## src/design/acf_pkg.sv

```systemverilog
`timescale 1ns / 1ps
package acf_pkg;

    // Q1.16 fade position
    localparam int PCT_W = 17;
    localparam logic [PCT_W-1:0] PCT_FULL = 17'h10000;

    // 8-bit channel magnitude times a Q1.16 position
    localparam int PROD_W = 25;

    localparam int ADDR_W = 4;
    localparam logic [ADDR_W-1:0] REG_START_COLOR  = 4'd0;
    localparam logic [ADDR_W-1:0] REG_TARGET_COLOR = 4'd1;
    localparam logic [ADDR_W-1:0] REG_FRAME_COUNT  = 4'd2;
    localparam logic [ADDR_W-1:0] REG_FADE_MODE    = 4'd3;

    localparam logic MODE_STEPPED = 1'b0;
    localparam logic MODE_PERCENT = 1'b1;

    localparam logic CMD_RESTART = 1'b0;

    typedef enum logic [2:0] {
        ST_IDLE,
        ST_TICK,
        ST_DIV,
        ST_MUL,
        ST_OUT
    } state_t;

    // status of a serial arithmetic unit
    typedef struct packed {
        logic busy;
        logic done;
    } unit_stat_t;

endpackage

```

## src/design/acf_div.sv

```systemverilog
`timescale 1ns / 1ps
module acf_div #(
    parameter int FRAC_BITS  = 16,
    parameter int COUNT_BITS = 16
) (
    input  logic                     aclk,
    input  logic                     aresetn,
    input  logic                     start,
    input  logic [7:0]               mag_in,
    input  logic [COUNT_BITS-1:0]    divisor,
    output logic [FRAC_BITS+7:0]     quot,
    output acf_pkg::unit_stat_t      stat
);

    localparam int QW    = FRAC_BITS + 8;
    localparam int CNT_W = $clog2(QW);

    logic [QW-1:0]         num_reg, num_next;
    logic [COUNT_BITS-1:0] rem_reg, rem_next;
    logic [COUNT_BITS-1:0] div_reg, div_next;
    logic [CNT_W-1:0]      cnt_reg, cnt_next;
    logic                  busy_reg, busy_next;
    logic                  done_reg, done_next;
    logic [COUNT_BITS:0]   trial;
    logic                  ge;

    // restoring division, one quotient bit per cycle, MSB first
    always_comb begin
        trial     = {rem_reg, num_reg[QW-1]};
        ge        = trial >= {1'b0, div_reg};
        num_next  = num_reg;
        rem_next  = rem_reg;
        div_next  = div_reg;
        cnt_next  = cnt_reg;
        busy_next = busy_reg;
        done_next = 1'b0;
        if (start) begin
            num_next  = {mag_in, {FRAC_BITS{1'b0}}};
            rem_next  = '0;
            // a zero frame count counts as one frame
            div_next  = (divisor == '0) ? COUNT_BITS'(1) : divisor;
            cnt_next  = '0;
            busy_next = 1'b1;
        end else if (busy_reg) begin
            num_next = {num_reg[QW-2:0], ge};
            rem_next = ge ? COUNT_BITS'(trial - {1'b0, div_reg}) : trial[COUNT_BITS-1:0];
            cnt_next = cnt_reg + CNT_W'(1);
            if (cnt_reg == CNT_W'(QW - 1)) begin
                busy_next = 1'b0;
                done_next = 1'b1;
            end
        end
    end

    always_ff @(posedge aclk) begin
        if (!aresetn) begin
            busy_reg <= 1'b0;
            done_reg <= 1'b0;
            cnt_reg  <= '0;
        end else begin
            busy_reg <= busy_next;
            done_reg <= done_next;
            cnt_reg  <= cnt_next;
        end
        num_reg <= num_next;
        rem_reg <= rem_next;
        div_reg <= div_next;
    end

    assign quot      = num_reg;
    assign stat.busy = busy_reg;
    assign stat.done = done_reg;

endmodule

```

## src/design/acf_mul.sv

```systemverilog
`timescale 1ns / 1ps
module acf_mul (
    input  logic                         aclk,
    input  logic                         aresetn,
    input  logic                         start,
    input  logic [7:0]                   mag_in,
    input  logic [acf_pkg::PCT_W-1:0]    pct_in,
    output logic [acf_pkg::PROD_W-1:0]   prod,
    output acf_pkg::unit_stat_t          stat
);

    localparam int CNT_W = $clog2(acf_pkg::PCT_W);

    logic [7:0]                hi_reg, hi_next;
    logic [acf_pkg::PCT_W-1:0] lo_reg, lo_next;
    logic [7:0]                mag_reg, mag_next;
    logic [CNT_W-1:0]          cnt_reg, cnt_next;
    logic                      busy_reg, busy_next;
    logic                      done_reg, done_next;
    logic [8:0]                sum;

    // shift-add: one multiplier bit per cycle, product shifts down into lo
    always_comb begin
        sum       = {1'b0, hi_reg} + (lo_reg[0] ? {1'b0, mag_reg} : 9'd0);
        hi_next   = hi_reg;
        lo_next   = lo_reg;
        mag_next  = mag_reg;
        cnt_next  = cnt_reg;
        busy_next = busy_reg;
        done_next = 1'b0;
        if (start) begin
            hi_next   = '0;
            lo_next   = pct_in;
            mag_next  = mag_in;
            cnt_next  = '0;
            busy_next = 1'b1;
        end else if (busy_reg) begin
            hi_next  = sum[8:1];
            lo_next  = {sum[0], lo_reg[acf_pkg::PCT_W-1:1]};
            cnt_next = cnt_reg + CNT_W'(1);
            if (cnt_reg == CNT_W'(acf_pkg::PCT_W - 1)) begin
                busy_next = 1'b0;
                done_next = 1'b1;
            end
        end
    end

    always_ff @(posedge aclk) begin
        if (!aresetn) begin
            busy_reg <= 1'b0;
            done_reg <= 1'b0;
            cnt_reg  <= '0;
        end else begin
            busy_reg <= busy_next;
            done_reg <= done_next;
            cnt_reg  <= cnt_next;
        end
        hi_reg  <= hi_next;
        lo_reg  <= lo_next;
        mag_reg <= mag_next;
    end

    assign prod      = {hi_reg, lo_reg};
    assign stat.busy = busy_reg;
    assign stat.done = done_reg;

endmodule

```

## src/design/argb_color_fade_top.sv

```systemverilog
`timescale 1ns / 1ps
// ARGB color fade. Program start_color, target_color, frame_count and fade_mode
// through the cfg channel (index 0..3) while the block is idle; the colors and
// frame_count apply at the next restart, fade_mode to each word taken while no
// stepped fade runs. Each word on the s_ channel (tuser = cmd, tdata = percent)
// gives exactly one word on the m_ channel (tdata = ARGB draw color,
// tuser = done flag). cmd restart: latch the colors and show the start color.
// In stepped mode each red, green and blue step is (target - start) /
// frame_count, from three bit-serial dividers running side by side, one
// quotient bit a cycle. cmd advance: while a stepped fade runs, add the
// steps and pin channels at the target; in percent mode otherwise, three
// shift-add multipliers walk the 17 bits of the position. Only one word
// is in work at a time. The result sits in an output register; a stalled
// receiver holds it there while the next input word is already taken and
// worked on, and that word then waits for the register to free up.
// Reset (synchronous, aresetn low) restores the register defaults, sets the
// color to opaque white and leaves no fade running.
module argb_color_fade_top #(
    parameter int FRAC_BITS  = 16,
    parameter int COUNT_BITS = 16
) (
    input  logic                        aclk,
    input  logic                        aresetn,
    input  logic                        s_tvalid,
    output logic                        s_tready,
    input  logic [23:0]                 s_tdata,   // [16:0] percent, [23:17] zero
    input  logic                        s_tuser,   // [0] cmd
    output logic                        m_tvalid,
    input  logic                        m_tready,
    output logic [31:0]                 m_tdata,   // [31:0] draw_color
    output logic                        m_tuser,   // [0] done_res
    input  logic                        cfg_valid,
    output logic                        cfg_ready,
    input  logic [acf_pkg::ADDR_W-1:0]  cfg_addr,
    input  logic [31:0]                 cfg_data
);

    localparam int VW     = FRAC_BITS + 8;
    localparam int NUM_W  = acf_pkg::PROD_W;
    localparam int WW     = NUM_W + FRAC_BITS;
    localparam int UP_SH  = (FRAC_BITS >= 16) ? FRAC_BITS - 16 : 0;
    localparam int DN_SH  = (FRAC_BITS < 16) ? 16 - FRAC_BITS : 0;
    localparam logic [VW-1:0] MAX_VAL = {8'hFF, {FRAC_BITS{1'b0}}};
    localparam logic [VW-1:0] HALF    =
        {{(VW - FRAC_BITS){1'b0}}, 1'b1, {(FRAC_BITS - 1){1'b0}}};

    acf_pkg::state_t state_reg, state_next;

    logic [31:0]           start_reg, start_next;
    logic [31:0]           target_reg, target_next;
    logic [COUNT_BITS-1:0] frame_reg, frame_next;
    logic                  mode_reg, mode_next;
    logic [31:0]           lat_start_reg, lat_start_next;
    logic [31:0]           lat_target_reg, lat_target_next;
    logic [VW-1:0]         chan_value_reg [3];
    logic [VW-1:0]         chan_value_next [3];
    logic [VW-1:0]         step_reg [3];
    logic [VW-1:0]         step_next [3];
    logic [2:0]            down_reg, down_next;
    logic [7:0]            alpha_reg, alpha_next;
    logic                  running_reg, running_next;
    logic                  full_reg, full_next;
    logic [31:0]           m_tdata_reg, m_tdata_next;
    logic                  m_tuser_reg, m_tuser_next;
    logic                  m_tvalid_reg, m_tvalid_next;

    logic                  accept;
    logic                  cfg_write;
    logic                  div_start;
    logic                  mul_start;
    logic                  out_load;
    logic [acf_pkg::PCT_W-1:0] pct_sat;

    logic [7:0]            cfg_mag [3];
    logic [2:0]            cfg_down;
    logic [7:0]            lat_mag [3];
    logic [2:0]            lat_down;
    logic [VW-1:0]         tgt_fix [3];
    logic [VW-1:0]         span [3];
    logic [2:0]            fin;
    logic [VW-1:0]         tick_val [3];
    logic [NUM_W-1:0]      num [3];
    logic [WW-1:0]         wide [3];
    logic [VW-1:0]         rsum [3];
    logic [31:0]           draw;

    logic [VW-1:0]             div_quot [3];
    acf_pkg::unit_stat_t       div_stat [3];
    logic [NUM_W-1:0]          mul_prod [3];
    acf_pkg::unit_stat_t       mul_stat [3];

    assign cfg_ready = 1'b1;
    assign cfg_write = cfg_valid && cfg_ready;
    assign accept    = s_tvalid && s_tready;
    // any position past full saturates to full
    assign pct_sat   = s_tdata[16] ? acf_pkg::PCT_FULL : s_tdata[acf_pkg::PCT_W-1:0];

    // per-channel arithmetic, red is lane 0
    always_comb begin
        for (int ch = 0; ch < 3; ch++) begin
            cfg_down[ch] = target_reg[23-8*ch -: 8] < start_reg[23-8*ch -: 8];
            cfg_mag[ch]  = cfg_down[ch] ?
                start_reg[23-8*ch -: 8] - target_reg[23-8*ch -: 8] :
                target_reg[23-8*ch -: 8] - start_reg[23-8*ch -: 8];
            lat_down[ch] = lat_target_reg[23-8*ch -: 8] < lat_start_reg[23-8*ch -: 8];
            lat_mag[ch]  = lat_down[ch] ?
                lat_start_reg[23-8*ch -: 8] - lat_target_reg[23-8*ch -: 8] :
                lat_target_reg[23-8*ch -: 8] - lat_start_reg[23-8*ch -: 8];
            tgt_fix[ch]  = {lat_target_reg[23-8*ch -: 8], {FRAC_BITS{1'b0}}};

            // the accumulator never passes the target, so the distance is unsigned
            span[ch]     = down_reg[ch] ? chan_value_reg[ch] - tgt_fix[ch] :
                                          tgt_fix[ch] - chan_value_reg[ch];
            fin[ch]      = span[ch] <= step_reg[ch];
            tick_val[ch] = fin[ch] ? tgt_fix[ch] :
                           down_reg[ch] ? chan_value_reg[ch] - step_reg[ch] :
                                          chan_value_reg[ch] + step_reg[ch];

            // start * 1.0 +/- |diff| * position, never negative
            num[ch]  = lat_down[ch] ?
                {1'b0, lat_start_reg[23-8*ch -: 8], 16'h0000} - mul_prod[ch] :
                {1'b0, lat_start_reg[23-8*ch -: 8], 16'h0000} + mul_prod[ch];
            wide[ch] = (WW'(num[ch]) << UP_SH) >> DN_SH;

            rsum[ch] = chan_value_reg[ch] + HALF;
        end
        draw = {alpha_reg, rsum[0][VW-1:FRAC_BITS], rsum[1][VW-1:FRAC_BITS],
                rsum[2][VW-1:FRAC_BITS]};
    end

    for (genvar g = 0; g < 3; g++) begin : g_lane
        acf_div #(
            .FRAC_BITS  (FRAC_BITS),
            .COUNT_BITS (COUNT_BITS)
        ) u_div (
            .aclk    (aclk),
            .aresetn (aresetn),
            .start   (div_start),
            .mag_in  (cfg_mag[g]),
            .divisor (frame_reg),
            .quot    (div_quot[g]),
            .stat    (div_stat[g])
        );

        acf_mul u_mul (
            .aclk    (aclk),
            .aresetn (aresetn),
            .start   (mul_start),
            .mag_in  (lat_mag[g]),
            .pct_in  (pct_sat),
            .prod    (mul_prod[g]),
            .stat    (mul_stat[g])
        );
    end

    // next state
    always_comb begin
        state_next = state_reg;
        case (state_reg)
            acf_pkg::ST_IDLE: begin
                if (s_tvalid) begin
                    if (s_tuser == acf_pkg::CMD_RESTART) begin
                        state_next = (mode_reg == acf_pkg::MODE_STEPPED) ?
                                     acf_pkg::ST_DIV : acf_pkg::ST_OUT;
                    end else if (running_reg) begin
                        state_next = acf_pkg::ST_TICK;
                    end else if (mode_reg == acf_pkg::MODE_PERCENT) begin
                        state_next = acf_pkg::ST_MUL;
                    end else begin
                        state_next = acf_pkg::ST_OUT;
                    end
                end
            end
            acf_pkg::ST_TICK: state_next = acf_pkg::ST_OUT;
            acf_pkg::ST_DIV: begin
                if (div_stat[0].done) state_next = acf_pkg::ST_OUT;
            end
            acf_pkg::ST_MUL: begin
                if (mul_stat[0].done) state_next = acf_pkg::ST_OUT;
            end
            acf_pkg::ST_OUT: begin
                if (out_load) state_next = acf_pkg::ST_IDLE;
            end
            default: state_next = acf_pkg::ST_IDLE;
        endcase
    end

    // control outputs
    always_comb begin
        s_tready  = 1'b0;
        div_start = 1'b0;
        mul_start = 1'b0;
        out_load  = 1'b0;
        case (state_reg)
            acf_pkg::ST_IDLE: begin
                s_tready  = 1'b1;
                div_start = s_tvalid && (s_tuser == acf_pkg::CMD_RESTART)
                            && (mode_reg == acf_pkg::MODE_STEPPED);
                mul_start = s_tvalid && (s_tuser != acf_pkg::CMD_RESTART)
                            && !running_reg && (mode_reg == acf_pkg::MODE_PERCENT);
            end
            acf_pkg::ST_OUT: out_load = !m_tvalid_reg || m_tready;
            default: ;
        endcase
    end

    // datapath
    always_comb begin
        start_next      = start_reg;
        target_next     = target_reg;
        frame_next      = frame_reg;
        mode_next       = mode_reg;
        lat_start_next  = lat_start_reg;
        lat_target_next = lat_target_reg;
        chan_value_next = chan_value_reg;
        step_next       = step_reg;
        down_next       = down_reg;
        alpha_next      = alpha_reg;
        running_next    = running_reg;
        full_next       = full_reg;
        m_tdata_next    = m_tdata_reg;
        m_tuser_next    = m_tuser_reg;
        m_tvalid_next   = m_tvalid_reg && !m_tready;

        if (cfg_write) begin
            case (cfg_addr)
                acf_pkg::REG_START_COLOR:  start_next  = cfg_data;
                acf_pkg::REG_TARGET_COLOR: target_next = cfg_data;
                acf_pkg::REG_FRAME_COUNT:  frame_next  = COUNT_BITS'(cfg_data[15:0]);
                acf_pkg::REG_FADE_MODE:    mode_next   = cfg_data[0];
                default: ;
            endcase
        end

        if (accept) begin
            full_next = s_tdata[16];
            if (s_tuser == acf_pkg::CMD_RESTART) begin
                lat_start_next  = start_reg;
                lat_target_next = target_reg;
                alpha_next      = start_reg[31:24];
                down_next       = cfg_down;
                running_next    = (mode_reg == acf_pkg::MODE_STEPPED);
                for (int ch = 0; ch < 3; ch++) begin
                    chan_value_next[ch] = {start_reg[23-8*ch -: 8], {FRAC_BITS{1'b0}}};
                end
            end
        end

        case (state_reg)
            acf_pkg::ST_TICK: begin
                chan_value_next = tick_val;
                if (&fin) begin
                    alpha_next   = lat_target_reg[31:24];
                    running_next = 1'b0;
                end
            end
            acf_pkg::ST_DIV: begin
                if (div_stat[0].done) begin
                    for (int ch = 0; ch < 3; ch++) begin
                        // a nonzero difference always moves by at least one LSB
                        step_next[ch] = (div_quot[ch] == '0 && lat_mag[ch] != 8'd0) ?
                                        VW'(1) : div_quot[ch];
                    end
                end
            end
            acf_pkg::ST_MUL: begin
                if (mul_stat[0].done) begin
                    for (int ch = 0; ch < 3; ch++) begin
                        chan_value_next[ch] = wide[ch][VW-1:0];
                    end
                    if (full_reg) alpha_next = lat_target_reg[31:24];
                end
            end
            acf_pkg::ST_OUT: begin
                if (out_load) begin
                    m_tdata_next  = draw;
                    m_tuser_next  = !running_reg;
                    m_tvalid_next = 1'b1;
                end
            end
            default: ;
        endcase
    end

    always_ff @(posedge aclk) begin
        if (!aresetn) begin
            state_reg      <= acf_pkg::ST_IDLE;
            start_reg      <= 32'hFFFF_FFFF;
            target_reg     <= 32'hFFFF_FFFF;
            frame_reg      <= COUNT_BITS'(100);
            mode_reg       <= acf_pkg::MODE_STEPPED;
            lat_start_reg  <= 32'hFFFF_FFFF;
            lat_target_reg <= 32'hFFFF_FFFF;
            for (int ch = 0; ch < 3; ch++) begin
                chan_value_reg[ch] <= MAX_VAL;
                step_reg[ch]       <= '0;
            end
            down_reg       <= '0;
            alpha_reg      <= 8'hFF;
            running_reg    <= 1'b0;
            m_tvalid_reg   <= 1'b0;
        end else begin
            state_reg      <= state_next;
            start_reg      <= start_next;
            target_reg     <= target_next;
            frame_reg      <= frame_next;
            mode_reg       <= mode_next;
            lat_start_reg  <= lat_start_next;
            lat_target_reg <= lat_target_next;
            chan_value_reg <= chan_value_next;
            step_reg       <= step_next;
            down_reg       <= down_next;
            alpha_reg      <= alpha_next;
            running_reg    <= running_next;
            m_tvalid_reg   <= m_tvalid_next;
        end
        full_reg    <= full_next;
        m_tdata_reg <= m_tdata_next;
        m_tuser_reg <= m_tuser_next;
    end

    assign m_tvalid = m_tvalid_reg;
    assign m_tdata  = m_tdata_reg;
    assign m_tuser  = m_tuser_reg;

    // one word in work at a time
    a_one_in_work: assert property (@(posedge aclk) disable iff (!aresetn)
        accept |=> !s_tready)
        else $error("input taken while a word is in work");

    a_lanes_agree: assert property (@(posedge aclk) disable iff (!aresetn)
        div_stat[1] == div_stat[0] && div_stat[2] == div_stat[0]
        && mul_stat[1] == mul_stat[0] && mul_stat[2] == mul_stat[0])
        else $error("serial lanes out of step");

    a_div_alive: assert property (@(posedge aclk) disable iff (!aresetn)
        state_reg == acf_pkg::ST_DIV |-> div_stat[0].busy || div_stat[0].done)
        else $error("waiting on an idle divider");

    a_mul_owner: assert property (@(posedge aclk) disable iff (!aresetn)
        mul_stat[0].done |-> state_reg == acf_pkg::ST_MUL)
        else $error("multiplier finished outside percent state");

    a_chan_range: assert property (@(posedge aclk) disable iff (!aresetn)
        chan_value_reg[0] <= MAX_VAL && chan_value_reg[1] <= MAX_VAL
        && chan_value_reg[2] <= MAX_VAL)
        else $error("channel accumulator above full scale");

endmodule

```

## config.mk

```make
export PLATFORM = sky130hd
export DESIGN_NAME = argb_color_fade_top
export DESIGN_NICKNAME = d
export VERILOG_FILES = /design/src/design/acf_pkg.sv /design/src/design/acf_div.sv /design/src/design/acf_mul.sv /design/src/design/argb_color_fade_top.sv
export SDC_FILE = /design/constraint.sdc
export NUM_CORES = 2
export LEC_CHECK = 0
export ABC_AREA = 0
export ABC_CLOCK_PERIOD_IN_PS = 11920
export BUFFER_PORTS_ARGS = -buffer_cell sky130_fd_sc_hd__buf_2
export CAP_MARGIN = 15
export CORE_UTILIZATION = 65
export CTS_CLUSTER_SIZE = 28
export DETAILED_ROUTE_END_ITERATION = 7
export HOLD_SLACK_MARGIN = 0.1
export PLACE_DENSITY = 0.81
export SYNTH_ARGS = -nofsm -noshare
export SYNTH_HDL_FRONTEND = slang
export SYNTH_SLANG_ARGS = --single-unit
```

## constraint.sdc

```tcl
create_clock -name aclk -period 11.92 [get_ports aclk]
set_clock_uncertainty 0.1 [all_clocks]
set_input_delay 2.384 -clock aclk [delete_from_list [all_inputs] [get_ports aclk]]
set_output_delay 2.384 -clock aclk [all_outputs]
set_load 0.01 [all_outputs]
```

==> impl_metrics.ini <==
[outcome]
status = complete, but fails checks
violations = design-rule violations

[synth]
post_synth_mux_area_share_pct = 4.54
synth_top_area_cell = dfxtp_1
synth_flop_cell = dfxtp_1
yosys.area_share.adder_pct = 13.4
postSynthCellCount = 4945
synthDistinctLibCells = 98
synth_xor_area_share_pct = 7.97
synthArstFlopShare_pct = 0
syn_area_um2 = 41900
ys_warn_count = 0
synth_nets = 5443
synth_top_family_by_area = compound AO/OA/AOI/OAI gates
synth_edf_count = 149
ys_seq_area_share_pct = 32.4
synth-compound-area-share_pct = 20.6
synth_area_leaders = dfxtp_1, ha_1, edfxtp_1
synth-simple-area-share_pct = 15.6
yosys_register_bits = 604
synth.top_cell.area_share_pct = 21.8
synth.avg_cell_area_um2 = 8.46

[clocking]
post_cts_buffers = 0
cts_tree = done
cts_root_buffer = clkbuf_16
cts_resized = 0
cts.sinks = 604
clockBufferDepth = 3
clk_latency_ps = 620
path_clk_slew_ps = 60
htreeDepth = 3
cts_hold_buf = 0
cts_made_buffers = 67

[global_route]
antenna_found_initial = 0
grt_usage_pct = 34.4
grt_pass1_vias = 33767
grt_overflow_total = 0
grt_pass1_wl_mm = 183
grt_max_degree = 82

[route]
firstDrtPassIters = 8
num_vias = 36798
ant_nets = 0
post_drt_wl_per_cell_um = 19.8
wl_mm = 115
first_iter_violations = 3755
post-route-drc-count = 1
avgViaCountPerCell = 6.34

[timing]
worst_pin_slew_ps = 1210
hold_viol_final = 0
fin_crit_ps = 6090
setup_viol = 0
finalMaxSlewViolations = 0
max_freq_mhz = 164
timing.final.crit_share_pct = 51.1
rsz0062_at_grt = no
max_slew_margin_pct = 19.4
setup-tns-final_ps = 0

[setup_path]
cp.arrival_ps = 6510
cp_cell_sequence = or4_1, nor4_1, and2_1, a21oi_1, o21bai_1, a2111oi_0, a211oi_1, a31oi_1, xnor2_1, ha_1, nand4_1, nor3_1, o221ai_1, a22oi_1, buf_4, and2_0, a22oi_1, a21oi_1
cp-end-kind = register
cp-start-kind = register
critical_path.top_delay_family = simple AND/OR/NAND/NOR gates
ff2ff_path_depth = 18
cp.depth = 18
critical_path.slowest_cell = and2_0
crit_buf_inv = 1
path_max_fanout = 19
worstSetupPathType = reg -> reg
slowest_delay_ps = 850
required_ps = 12340

[floorplanning]
fp.dieArea_um2 = 65400
initial_utilization_pct = 66.1
placeableCoreArea_um2 = 63300
std_cell_rows = 92
die_y_um = 256
die_w_um = 256
ios = 102

[finish]
ff_latch_area_um2 = 13600
fillers = 5053
num_antenna_cells = 0
fin_area_um2 = 45100
final_cells = 5806
drive_above_1_share_pct = 6.25
final_cell_mix = nand2_1, dfxtp_1, a21oi_1
layout_commonest_cell = nand2_1
syn_to_final_growth_pct = 7.67
nets = 5403
multiInputGateArea_um2 = 26100

[power]
power_density_nw_per_um2 = 148
vdd_drop_max_mv = 0.126
leakagePower_uw = 0.0193

[placed_design]
place_inst = 5681
gp_congestion = 0.972
portBuffers = 93
dpl_cell_area_um2 = 42900
dpl.hpwl_mm = 84.2

[flow_run]
max_cap_violations = 0

[min_path]
holdPathStages = 0
min_path_type = reg -> reg
cell usage after synthesis, drive strengths merged (27+ instances only):
cell type  instances
mux2i            168
edfxtp           149
o21ai            238
nand3            108
o21a              33
ha               405
nor2             378
nor4              63
and2              41
clkbuf           217
dfxtp            455
a21oi            432
nor3              74
inv              359
nand4             59
fa                27
nor2b             39
a22o              40
o211ai           113
nand2            492
o31ai             27
nand2b            43
o21bai            41
a211oi            52
xnor2            255
xor2             126
a21o             111
a31oi             57
a222oi            35
worst register-to-register path, stage by stage, from the launching register on:
cell and delay, ps:
dfxtp_1 360, or4_1 650, nor4_1 570, and2_1 270, a21oi_1 90, o21bai_1 170
a2111oi_0 120, a211oi_1 360, a31oi_1 150, xnor2_1 150, ha_1 300, nand4_1 210
nor3_1 440, o221ai_1 270, a22oi_1 230, buf_4 320, and2_0 850, a22oi_1 210
a21oi_1 180
layout make-up:
cell class | instances | share of cell area (%)
Timing Repair Buffer | 133 | 1.71
Multi-Input combinational cell | 3738 | 57.9
Tap cell | 846 | 2.35
Sequential cell | 604 | 30.1
Clock inverter | 25 | 0.491
Clock buffer | 99 | 4.40
Inverter | 361 | 3.01
per-stage QoR:
stage                     hold WS [ps]  util (%)  power [µW]  setup WS (ps)
after floorplan                    308         -        4010           7160
after global placement             337      67.7        4480           6080
after detailed placement           324      67.7        4530           5960
after CTS                          351      71.2        6620           5950
after global routing               368      71.2        6970           5460
final                              352      71.2        6650           5830
power breakdown:
group | leakage [µW] | internal (µW) | switching, µW
Combinational | 0.0132 | 864 | 1260
Clock | 0.00108 | 1210 | 885
Sequential | 0.00501 | 2260 | 173
Total | 0.0193 | 4330 | 2320
routing by layer:
| layer | global-route usage [%] | wire length (µm) | vias up |
|---|---|---|---|
| li1 | - | - | 17585 |
| met1 | 48.8 | 50500 | 17532 |
| met2 | 52.7 | 50200 | 1457 |
| met3 | 5.41 | 10400 | 224 |
| met4 | 12.3 | 3760 | 0 |
| met5 | 0 | 0 | - |
worst paths after layout:
| check | endpoint | slack [ps] | start |
|---|---|---|---|
| worst max-delay path | chan_value_reg[55] | 5830 | chan_value_reg[54] |
| worst min-delay path | g_lane[0].u_div.div_reg[10] | 350 | frame_reg[10] |
| worst max register to register | chan_value_reg[55] | 5830 | chan_value_reg[54] |
| worst min register to register | g_lane[0].u_div.div_reg[10] | 350 | frame_reg[10] |
cells by family (layout without fill, tap and decap cells):
logic type,Yosys count,count (layout)
compound gates,1330,1330
xor+xnor,381,381
fa+ha+maj,432,432
buf+inv,603,618
flops,604,604
mux,187,187
other cells,1,1
simple gates,1407,1407
(Power assumes the default switching activity.)
